File: src/plrt_pkg.sv
// Package for the piecewise-linear RGBA transfer block.
// Holds point and pipeline payload types, register indexes and sizing constants.
// No dependencies.
package plrt_pkg;

    localparam int CHAN_W             = 8;
    localparam int NUM_CHAN           = 4;
    localparam int POINT_W            = CHAN_W * (NUM_CHAN + 1);
    localparam int COUNT_W            = 3;
    localparam int REG_POINTS         = 7;
    localparam int MAX_POINTS_DEFAULT = 7;
    localparam int INDEX_W            = 3;
    localparam int NUM_W              = 2 * CHAN_W;
    localparam int QUO_BITS           = CHAN_W;

    localparam logic [INDEX_W-1:0] REG_POINT_COUNT = 3'd0;
    localparam logic [INDEX_W-1:0] REG_POINT_FIRST = 3'd1;

    localparam logic [COUNT_W-1:0] COUNT_RESET = 3'd2;

    typedef logic [CHAN_W-1:0]  chan_t;
    typedef logic [COUNT_W-1:0] count_t;

    typedef struct packed {
        logic [NUM_CHAN-1:0][CHAN_W-1:0] chan;   // red in chan[0] ... alpha in chan[3]
        chan_t                           level;
    } point_t;

    typedef struct packed {
        chan_t  sample;
        logic   found;
        point_t lo;
        point_t hi;
    } seg_t;

    typedef struct packed {
        chan_t                           divisor;
        logic [NUM_CHAN-1:0][NUM_W-1:0]  rem;
        logic [NUM_CHAN-1:0][CHAN_W-1:0] quo;
    } div_t;

endpackage

File: src/piecewise_linear_rgba_transfer_top.sv
// Top level of the piecewise-linear RGBA transfer block.
// Instantiates plrt_seg_cell, plrt_mul_stage and plrt_div_cell; uses plrt_pkg.
//
// Maps each 8-bit sample to RGBA by interpolating between up to MAX_POINTS
// control points written through the cfg port. The block is a row of cells:
// an entry register, MAX_POINTS-1 segment cells, one weighting stage and eight
// restoring-division cells, one per quotient bit. Each cell hands its
// transaction to the next when that one is free, so a new sample is taken
// every cycle while the output is not stalled. A sample passes in order
// through the entry register, the MAX_POINTS-1 segment cells, the weighting
// stage and the eight division cells. The last division cell is the output
// register; a stalled output holds the chain back cell by cell.
// Write cfg only while no sample is in flight.
module piecewise_linear_rgba_transfer_top
    import plrt_pkg::*;
#(
    parameter int MAX_POINTS = MAX_POINTS_DEFAULT
)
(
    input  logic                 clk,
    input  logic                 rst_n,
    input  logic                 s_tvalid,
    output logic                 s_tready,
    input  logic [7:0]           s_tdata,    // sample
    output logic                 m_tvalid,
    input  logic                 m_tready,
    output logic [31:0]          m_tdata,    // red, green, blue, alpha
    input  logic                 cfg_we,
    input  logic [INDEX_W-1:0]   cfg_index,
    input  logic [POINT_W-1:0]   cfg_data
);

    localparam int NUM_SEG = MAX_POINTS - 1;

    count_t count_reg;
    point_t points_reg [REG_POINTS];
    count_t n_eff;
    point_t fallback;

    logic   entry_valid_reg;
    seg_t   entry_reg;
    seg_t   entry_next;
    logic   entry_ready;

    logic   seg_valid [NUM_SEG+1];
    logic   seg_ready [NUM_SEG+1];
    seg_t   seg_data  [NUM_SEG+1];

    logic   div_valid [QUO_BITS+1];
    logic   div_ready [QUO_BITS+1];
    div_t   div_data  [QUO_BITS+1];

    // config registers
    always_ff @(posedge clk or negedge rst_n)
    begin
        if (!rst_n)
        begin
            count_reg <= COUNT_RESET;
            for (int k = 0; k < REG_POINTS; k++)
            begin
                points_reg[k] <= '0;
            end
            points_reg[1] <= '1;
        end
        else if (cfg_we)
        begin
            if (cfg_index == REG_POINT_COUNT)
            begin
                count_reg <= cfg_data[COUNT_W-1:0];
            end
            else
            begin
                points_reg[cfg_index - REG_POINT_FIRST] <= cfg_data;
            end
        end
    end

    always_comb
    begin
        if (count_reg == '0)
        begin
            n_eff = COUNT_W'(1);
        end
        else if (count_reg > COUNT_W'(MAX_POINTS))
        begin
            n_eff = COUNT_W'(MAX_POINTS);
        end
        else
        begin
            n_eff = count_reg;
        end
    end

    // seed the chain with the colour used when no segment encloses the sample
    assign fallback = (s_tdata < points_reg[0].level) ? points_reg[0]
                                                      : points_reg[n_eff - COUNT_W'(1)];

    always_comb
    begin
        entry_next        = '0;
        entry_next.sample = s_tdata;
        entry_next.found  = 1'b0;
        entry_next.lo     = fallback;
        entry_next.hi     = fallback;
    end

    assign s_tready = !entry_valid_reg || entry_ready;

    always_ff @(posedge clk or negedge rst_n)
    begin
        if (!rst_n)
        begin
            entry_valid_reg <= 1'b0;
        end
        else if (s_tready)
        begin
            entry_valid_reg <= s_tvalid;
        end
    end

    always_ff @(posedge clk)
    begin
        if (s_tready && s_tvalid)
        begin
            entry_reg <= entry_next;
        end
    end

    assign seg_valid[0] = entry_valid_reg;
    assign seg_data[0]  = entry_reg;
    assign entry_ready  = seg_ready[0];

    for (genvar k = 0; k < NUM_SEG; k++)
    begin : g_seg
        plrt_seg_cell #(
            .INDEX (k)
        ) u_seg_cell (
            .clk       (clk),
            .rst_n     (rst_n),
            .n_eff     (n_eff),
            .lo_pt     (points_reg[k]),
            .hi_pt     (points_reg[k+1]),
            .in_valid  (seg_valid[k]),
            .in_ready  (seg_ready[k]),
            .in_data   (seg_data[k]),
            .out_valid (seg_valid[k+1]),
            .out_ready (seg_ready[k+1]),
            .out_data  (seg_data[k+1])
        );
    end

    plrt_mul_stage u_mul_stage (
        .clk       (clk),
        .rst_n     (rst_n),
        .in_valid  (seg_valid[NUM_SEG]),
        .in_ready  (seg_ready[NUM_SEG]),
        .in_data   (seg_data[NUM_SEG]),
        .out_valid (div_valid[0]),
        .out_ready (div_ready[0]),
        .out_data  (div_data[0])
    );

    for (genvar j = 0; j < QUO_BITS; j++)
    begin : g_div
        plrt_div_cell #(
            .BIT (QUO_BITS - 1 - j)
        ) u_div_cell (
            .clk       (clk),
            .rst_n     (rst_n),
            .in_valid  (div_valid[j]),
            .in_ready  (div_ready[j]),
            .in_data   (div_data[j]),
            .out_valid (div_valid[j+1]),
            .out_ready (div_ready[j+1]),
            .out_data  (div_data[j+1])
        );
    end

    assign m_tvalid             = div_valid[QUO_BITS];
    assign div_ready[QUO_BITS]  = m_tready;
    assign m_tdata              = div_data[QUO_BITS].quo;

    a_count_range: assert property (@(posedge clk) disable iff (!rst_n)
        (n_eff >= COUNT_W'(1)) && (n_eff <= COUNT_W'(MAX_POINTS)))
        else $error("effective point count out of range");

    a_entry_load: assert property (@(posedge clk) disable iff (!rst_n)
        (s_tvalid && s_tready) |=> (entry_valid_reg && entry_reg.sample == $past(s_tdata)
                                    && !entry_reg.found))
        else $error("accepted sample not held in the entry register");

endmodule

File: src/plrt_seg_cell.sv
// One segment cell of the search chain: checks one segment against the sample.
// Latches the segment's end points on the first enclosing match. Uses plrt_pkg.
module plrt_seg_cell
    import plrt_pkg::*;
#(
    parameter int INDEX = 0
)
(
    input  logic   clk,
    input  logic   rst_n,
    input  count_t n_eff,
    input  point_t lo_pt,
    input  point_t hi_pt,
    input  logic   in_valid,
    output logic   in_ready,
    input  seg_t   in_data,
    output logic   out_valid,
    input  logic   out_ready,
    output seg_t   out_data
);

    logic valid_reg;
    seg_t data_reg;
    seg_t data_next;
    logic hit;

    assign hit = !in_data.found
                 && (n_eff > COUNT_W'(INDEX + 1))
                 && (lo_pt.level <= in_data.sample)
                 && (in_data.sample <= hi_pt.level);

    always_comb
    begin
        data_next = in_data;
        if (hit)
        begin
            data_next.found = 1'b1;
            data_next.lo    = lo_pt;
            data_next.hi    = hi_pt;
        end
    end

    assign in_ready  = !valid_reg || out_ready;
    assign out_valid = valid_reg;
    assign out_data  = data_reg;

    always_ff @(posedge clk or negedge rst_n)
    begin
        if (!rst_n)
        begin
            valid_reg <= 1'b0;
        end
        else if (in_ready)
        begin
            valid_reg <= in_valid;
        end
    end

    always_ff @(posedge clk)
    begin
        if (in_ready && in_valid)
        begin
            data_reg <= data_next;
        end
    end

    a_found_encloses: assert property (@(posedge clk) disable iff (!rst_n)
        (valid_reg && data_reg.found) |->
            (data_reg.lo.level <= data_reg.sample && data_reg.sample <= data_reg.hi.level))
        else $error("segment cell holds a segment that does not enclose its sample");

endmodule

File: src/plrt_mul_stage.sv
// Weighting stage: forms the numerator a*(span-t)+b*t and the divisor per channel.
// Flat cases (no enclosing segment, zero-width segment) pass the lower colour over 1.
// Uses plrt_pkg.
module plrt_mul_stage
    import plrt_pkg::*;
(
    input  logic clk,
    input  logic rst_n,
    input  logic in_valid,
    output logic in_ready,
    input  seg_t in_data,
    output logic out_valid,
    input  logic out_ready,
    output div_t out_data
);

    logic  valid_reg;
    div_t  data_reg;
    div_t  data_next;
    chan_t span;
    chan_t offset;
    chan_t rest;
    logic  flat;
    logic [NUM_CHAN-1:0][NUM_W-1:0] prod_lo;
    logic [NUM_CHAN-1:0][NUM_W-1:0] prod_hi;

    assign span   = in_data.hi.level - in_data.lo.level;
    assign offset = in_data.sample - in_data.lo.level;
    assign rest   = span - offset;
    assign flat   = !in_data.found || (span == '0);

    always_comb
    begin
        data_next         = '0;
        data_next.divisor = flat ? CHAN_W'(1) : span;
        for (int c = 0; c < NUM_CHAN; c++)
        begin
            prod_lo[c] = NUM_W'(in_data.lo.chan[c]) * NUM_W'(rest);
            prod_hi[c] = NUM_W'(in_data.hi.chan[c]) * NUM_W'(offset);
            data_next.rem[c] = flat ? NUM_W'(in_data.lo.chan[c]) : (prod_lo[c] + prod_hi[c]);
        end
    end

    assign in_ready  = !valid_reg || out_ready;
    assign out_valid = valid_reg;
    assign out_data  = data_reg;

    always_ff @(posedge clk or negedge rst_n)
    begin
        if (!rst_n)
        begin
            valid_reg <= 1'b0;
        end
        else if (in_ready)
        begin
            valid_reg <= in_valid;
        end
    end

    always_ff @(posedge clk)
    begin
        if (in_ready && in_valid)
        begin
            data_reg <= data_next;
        end
    end

endmodule

File: src/plrt_div_cell.sv
// One restoring-division cell: settles quotient bit BIT for all four channels.
// Chained from the top bit down; uses plrt_pkg.
module plrt_div_cell
    import plrt_pkg::*;
#(
    parameter int BIT = 0
)
(
    input  logic clk,
    input  logic rst_n,
    input  logic in_valid,
    output logic in_ready,
    input  div_t in_data,
    output logic out_valid,
    input  logic out_ready,
    output div_t out_data
);

    logic             valid_reg;
    div_t             data_reg;
    div_t             data_next;
    logic [NUM_W-1:0] dsh;
    logic [NUM_W-1:0] out_dsh;

    assign dsh     = NUM_W'(in_data.divisor) << BIT;
    assign out_dsh = NUM_W'(data_reg.divisor) << BIT;

    always_comb
    begin
        data_next = in_data;
        for (int c = 0; c < NUM_CHAN; c++)
        begin
            if (in_data.rem[c] >= dsh)
            begin
                data_next.rem[c]      = in_data.rem[c] - dsh;
                data_next.quo[c][BIT] = 1'b1;
            end
        end
    end

    assign in_ready  = !valid_reg || out_ready;
    assign out_valid = valid_reg;
    assign out_data  = data_reg;

    always_ff @(posedge clk or negedge rst_n)
    begin
        if (!rst_n)
        begin
            valid_reg <= 1'b0;
        end
        else if (in_ready)
        begin
            valid_reg <= in_valid;
        end
    end

    always_ff @(posedge clk)
    begin
        if (in_ready && in_valid)
        begin
            data_reg <= data_next;
        end
    end

    a_divisor_nonzero: assert property (@(posedge clk) disable iff (!rst_n)
        valid_reg |-> (data_reg.divisor != '0))
        else $error("division cell holds a zero divisor");

    a_rem_bound: assert property (@(posedge clk) disable iff (!rst_n)
        valid_reg |-> ((data_reg.rem[0] < out_dsh) && (data_reg.rem[1] < out_dsh)
                       && (data_reg.rem[2] < out_dsh) && (data_reg.rem[3] < out_dsh)))
        else $error("division cell remainder exceeds its shifted divisor");

endmodule

File: config.mk
export PLATFORM = sky130hd
export DESIGN_NAME = piecewise_linear_rgba_transfer_top
export DESIGN_NICKNAME = d
export VERILOG_FILES = /design/src/plrt_pkg.sv /design/src/piecewise_linear_rgba_transfer_top.sv /design/src/plrt_seg_cell.sv /design/src/plrt_mul_stage.sv /design/src/plrt_div_cell.sv
export SDC_FILE = /design/constraint.sdc
export NUM_CORES = 2
export LEC_CHECK = 0
export ABC_AREA = 1
export BUFFER_PORTS_ARGS = -buffer_cell sky130_fd_sc_hd__clkbuf_2
export CAP_MARGIN = 20
export CORE_ASPECT_RATIO = 1.4
export CORE_MARGIN = 1
export CORE_UTILIZATION = 40
export DETAILED_ROUTE_END_ITERATION = 7
export PLACE_DENSITY = 0.59
export SLEW_MARGIN = 20
export SYNTH_ARGS = -nofsm -noshare
export SYNTH_HDL_FRONTEND = slang
export SYNTH_HIERARCHICAL = 1
export SYNTH_SLANG_ARGS = --single-unit
File: constraint.sdc
create_clock -name clk -period 9.79 [get_ports clk]
set_input_delay 0.979 -clock clk [delete_from_list [all_inputs] [get_ports clk]]
set_output_delay 0.979 -clock clk [all_outputs]
set_load 0.1 [all_outputs]
Word-level counts from Yosys, hierarchy flattened
Index checks and enable logic that the tools add are counted.
{ "totals": {"output_inout_bits": 34, "input_bits": 56, "word_cells": 462, "regBits": 1601} }
{ "classes": {"add_sub_neg": 37, "n_bitwise": 3, "reduce_logical": 78, "n_lt_le_gt_ge": 55, "n_mul": 8, "n_mux": 47} }
{ "op_table": {"columns": ["op", "n"], "rows": [
  ["$mux 80", 6],
  ["$mux 16", 28],
  ["$bwmux 280", 1],
  ["$mux 40", 4],
  ["$mul 8x8->16", 8],
  ["$bmux 40 s3", 1],
  ["$demux 40 s3", 1],
  ["$le 8x8->1", 12],
  ["$add 16x16->16", 4],
  ["$ge 16x10->1", 4],
  ["$ge 16x11->1", 4],
  ["$ge 16x12->1", 4],
  ["$ge 16x13->1", 4],
  ["$ge 16x14->1", 4],
  ["$ge 16x15->1", 4],
  ["$ge 16x8->1", 4],
  ["$ge 16x9->1", 4],
  ["$sub 16x10->16", 4],
  ["$sub 16x11->16", 4],
  ["$sub 16x12->16", 4],
  ["$sub 16x13->16", 4],
  ["$sub 16x14->16", 4],
  ["$sub 16x15->16", 4],
  ["$sub 16x9->16", 4],
  ["18 further kinds", 103]
]} }

Depth between registers and ports, before layout
{ "logic_depth": {"depth_word": 18, "depth_mapped": 42, "mapped_depth_nobuf": 40} }

Hierarchy
Netlist, hierarchy kept.
{ "by_module_without_submodules": {"columns": ["mod", "area_per_inst_um2", "n_inst", "cells_each", "seq_area_each_um2"], "rows": [
  ["plrt_mul_stage", 21550.7, 1, 2670, 2187.1],
  ["piecewise_linear_rgba_transfer_top", 16139.2, 1, 2035, 8599.5],
  ["plrt_seg_cell at g_seg[0].u_seg_cell ...", 4419.2, 3, 443, 2697.6],
  ["plrt_seg_cell at g_seg[1].u_seg_cell ...", 4428.0, 2, 443, 2697.6],
  ["plrt_div_cell at g_div[6].u_div_cell", 6854.1, 1, 837, 3148.0],
  ["plrt_div_cell at g_div[7].u_div_cell", 6791.5, 1, 796, 3148.0],
  ["plrt_div_cell at g_div[5].u_div_cell", 6448.7, 1, 785, 3148.0],
  ["plrt_div_cell at g_div[4].u_div_cell", 6421.2, 1, 768, 3148.0],
  ["plrt_div_cell at g_div[2].u_div_cell", 6288.5, 1, 725, 3148.0],
  ["plrt_div_cell at g_div[3].u_div_cell", 6117.1, 1, 702, 3148.0],
  ["plrt_div_cell at g_div[1].u_div_cell", 5962.0, 1, 661, 3148.0],
  ["plrt_div_cell at g_div[0].u_div_cell", 5904.4, 1, 645, 3148.0],
  ["plrt_seg_cell at g_seg[3].u_seg_cell", 4429.2, 1, 443, 2697.6]
]} }

Least setup slack after synthesis
Ideal clock, no wire load.
{ "synth_timing": {"path_kind": "input to register", "startpoint": "input m_tready", "endpoint": "register g_seg[0].u_seg_cell.data_reg, in the netlist g_seg[0].u_seg_cell/out_data[0] (enable)", "path_stages": 30, "arrival_ns": 6.826, "setup_slack_ns": 2.399, "setup_time_ns": 0.565, "required_ns": 9.225, "cell_sequence": "inv_1 -> nand2_1 -> inv_1 -> nand2_1 -> inv_1 -> nand2_1 -> inv_1 -> nand2_1 -> inv_1 -> nand2_1 -> inv_1 -> nand2_1 -> inv_1 -> nand2_1 -> inv_1 -> nand2_1 -> inv_1 -> nand2_1 -> inv_1 -> nand2_1 -> inv_1 -> nand2_1 -> inv_1 -> nand2_1 -> inv_1 -> nand2_1 -> inv_1 -> nand2_1 -> inv_1 -> a21oi_1"} }
{ "synth_lines": {"columns": ["element", "line_no", "rtl"], "rows": [
  ["start, declared", "piecewise_linear_rgba_transfer_top.sv:26", "input logic m_tready,"],
  ["end signal, assigned", "plrt_seg_cell.sv:63", "data_reg <= data_next;"],
  ["end, declared", "plrt_seg_cell.sv:23", "seg_t data_reg;"]
]} }

Final worst setup path
{ "layout_timing": {"startpoint": "register g_seg[5].u_seg_cell.data_reg, in the netlist g_seg[5].u_seg_cell/out_data[40]", "endpoint": "register u_mul_stage.data_reg, in the netlist u_mul_stage/out_data[95], data pin"} }
{ "layout_between": {"elab_chain_len": 4} }
{ "layout_lines": {"columns": ["element", "line_no", "rtl"], "rows": [
  ["start, declared", "plrt_seg_cell.sv:23", null],
  ["start signal, assigned", "plrt_seg_cell.sv:63", null],
  ["$sub 8x8->8, on equally long branches", "plrt_mul_stage.sv:27, plrt_mul_stage.sv:28", null],
  ["$sub 8x8->8", "plrt_mul_stage.sv:29", "assign rest = span - offset;"],
  ["$mul 8x8->16", "plrt_mul_stage.sv:38", "prod_lo[c] = NUM_W'(in_data.lo.chan[c]) * NUM_W'(rest);"],
  ["$add 16x16->16", "plrt_mul_stage.sv:40", "data_next.rem[c] = flat ? NUM_W'(in_data.lo.chan[c]) : (prod_lo[c] + prod_hi[c]);"],
  ["end signal, assigned", "plrt_mul_stage.sv:64", "data_reg <= data_next;"],
  ["end, declared", "plrt_mul_stage.sv:18", "div_t data_reg;"]
]} }
Parallel ways exist; a longest one is shown, timed or not.
A chain may end at the register's enable or synchronous reset.

==> results.sh <==
export IMPL_busiest_layer="met2"
export IMPL_setup_tns_ns=0
export IMPL_port_buffers=89
export IMPL_r2r_start="g_seg[5].u_seg_cell/out_data[40]"
export IMPL_min_path_type="in2async"
export IMPL_gr_usage_met1_pct=22.6
export IMPL_critPathSlowestCell="xnor2_1"
export IMPL_cpPeakStageDelay_ns=0.56
export IMPL_h_tree_depth=4
export IMPL_place_congestion=0.938
export IMPL_max_freq_mhz=122
export IMPL_detail_route_antenna_nets=0
export IMPL_clock_path_buffers=4
export IMPL_clock_sinks=1713
export IMPL_relSlewSlack_pct=23.0
export IMPL_grtUsageMet2_pct=40.2
export IMPL_drt_initial_drc_count=4755
export IMPL_r2r_end="u_mul_stage/out_data[95]"
export IMPL_crit_required_ns=10.31
export IMPL_ctsHoldBuffers=0
export IMPL_setup_viol=0
export IMPL_finalHoldViolCount=0
export IMPL_fillers=27100
export IMPL_grt_pass1_vias=82400
export IMPL_post_dp_cell_area_mm2=0.114
export IMPL_period_share_pct=83.8
export IMPL_netlist_area_mm2=0.110
export IMPL_wl_per_cell_um=18.2
export IMPL_initial_core_util_pct=40.3
export IMPL_mostFrequentLayoutCell="nand2_1"
export IMPL_ioPinCount=90
export IMPL_rsz0062_at_grt="false"
export IMPL_grt_use_met3_pct=2.56
export IMPL_cts_resized=0
export IMPL_post_cts_buffers=0
export IMPL_drv_slew=0
export IMPL_coreArea_mm2=0.274
export IMPL_nNetsFinal=13800
export IMPL_grt_use_total_pct=21.5
export IMPL_drive_above_1_share_pct=7.54
export IMPL_wirelength_mm=299
export IMPL_seqCellArea_mm2=0.0500
export IMPL_timing_hold_ws_ns=0.109
export IMPL_outcome="finished, final reports clean"
export IMPL_viasPerCell=4.95
export IMPL_ys_warnings_count=6
export IMPL_postSynthAreaPerCell_um2=8.69
export IMPL_path_clk_slew_ns=0.07
export IMPL_synthCells=12700
export IMPL_multi_input_area_mm2=0.0510
export IMPL_root_buffer="clkbuf_16"
export IMPL_die_h_um=624
export IMPL_drc=0
export IMPL_end_kind="flop"
export IMPL_cts_tree="yes"
export IMPL_detailedPlace_worstSlack_ns=1.62
export IMPL_first_pass_iters=6
export IMPL_most_common_layout_cells="nand2_1 (4080), inv_1 (1956), edfxtp_1 (1414), nand3_1 (757), nor2_1 (738)"
export IMPL_largest_reg_flops=760
export IMPL_drv_cap=0
export IMPL_via_count=81500
export IMPL_design_area_mm2=0.120
export IMPL_rows=227
export IMPL_die_w_um=446
export IMPL_finalCriticalPeriod_ns=8.20
export IMPL_r2r_cells=31
export IMPL_hpwl_mm=229
export IMPL_critical_path_startpoint_type="flop"
export IMPL_critPathKind="reg2reg"
export IMPL_crit_arrival_ns=8.72
export IMPL_overflow=0
export IMPL_crit_fanout=28
export IMPL_antenna_found_initial=4
export IMPL_setup_slack_ns=1.59
export IMPL_clk_latency_ns=0.87
export IMPL_dieArea_mm2=0.278
export IMPL_clock_skew_ns=0.0955
export IMPL_area_delta_synth_final_pct=9.07
export IMPL_worst_pin_slew_ns=1.15
export IMPL_grt_start_max_net_pins=115
export IMPL_cts_buffers=185
export IMPL_reg2reg_slack_ns=1.59
export IMPL_grt_pass1_wl_mm=469
[critical path: cells and delay by family, from the launching register on]
kind / cells / cell delay (ns)
AOI/OAI and AO/OA: 4 / 0.42
and+or+nand+nor: 11 / 1.67
adders and majority gates: 10 / 4.08
DFF: 1 / 0.40
xor gates and xnor gates: 1 / 0.56
buffers and inverters: 5 / 0.70
[per-stage QoR]
stage | instances | util, %
2_1_floorplan | 12700 | -
3_3_place_gp | 16100 | 41.8
3_5_place_dp | 16100 | 41.8
4_1_cts | 16500 | 44.0
5_1_grt | 16500 | 44.0
6_report | 16500 | 44.0
[layer usage]
| metal | wire length [µm] | vias up |
|---|---|---|
| met4 | 22300 | 2 |
| met1 | 109000 | 38000 |
| met5 | 13 | - |
| li1 | - | 40800 |
| met2 | 156000 | 1990 |
| met3 | 11800 | 783 |
[cell type report]
cell class                      count  area share [%]
Antenna cell                        2         0.00415
Clock buffer                      243            4.22
Timing Repair Buffer              187            1.02
Sequential cell                  1713            41.5
Inverter                         2014            6.28
Tap cell                         3664            3.81
Multi-Input combinational cell   8560            42.3
Clock inverter                     91           0.840
[worst max path at each step]
| stage | from | to | slack (ns) | depth (start not counted) |
|---|---|---|---|---|
| 6_report | g_seg[5].u_seg_cell/out_data[40] | u_mul_stage/out_data[95] | 1.59 | 31 |
| 5_1_grt | g_seg[5].u_seg_cell/out_data[40] | u_mul_stage/out_data[95] | 1.14 | 32 |
| 4_1_cts | g_seg[5].u_seg_cell/out_data[40] | u_mul_stage/out_data[47] | 1.57 | 29 |
| 3_5_place_dp | g_seg[5].u_seg_cell/out_data[40] | u_mul_stage/out_data[47] | 1.62 | 29 |
| 3_3_place_gp | g_seg[5].u_seg_cell/out_data[40] | u_mul_stage/out_data[47] | 1.72 | 29 |
| 2_1_floorplan | m_tready | g_seg[0].u_seg_cell/out_data[0] | 2.40 | 30 |
Power is not shown: default switching activity piles up to over one toggle a cycle in this logic, so the estimate is an artifact.
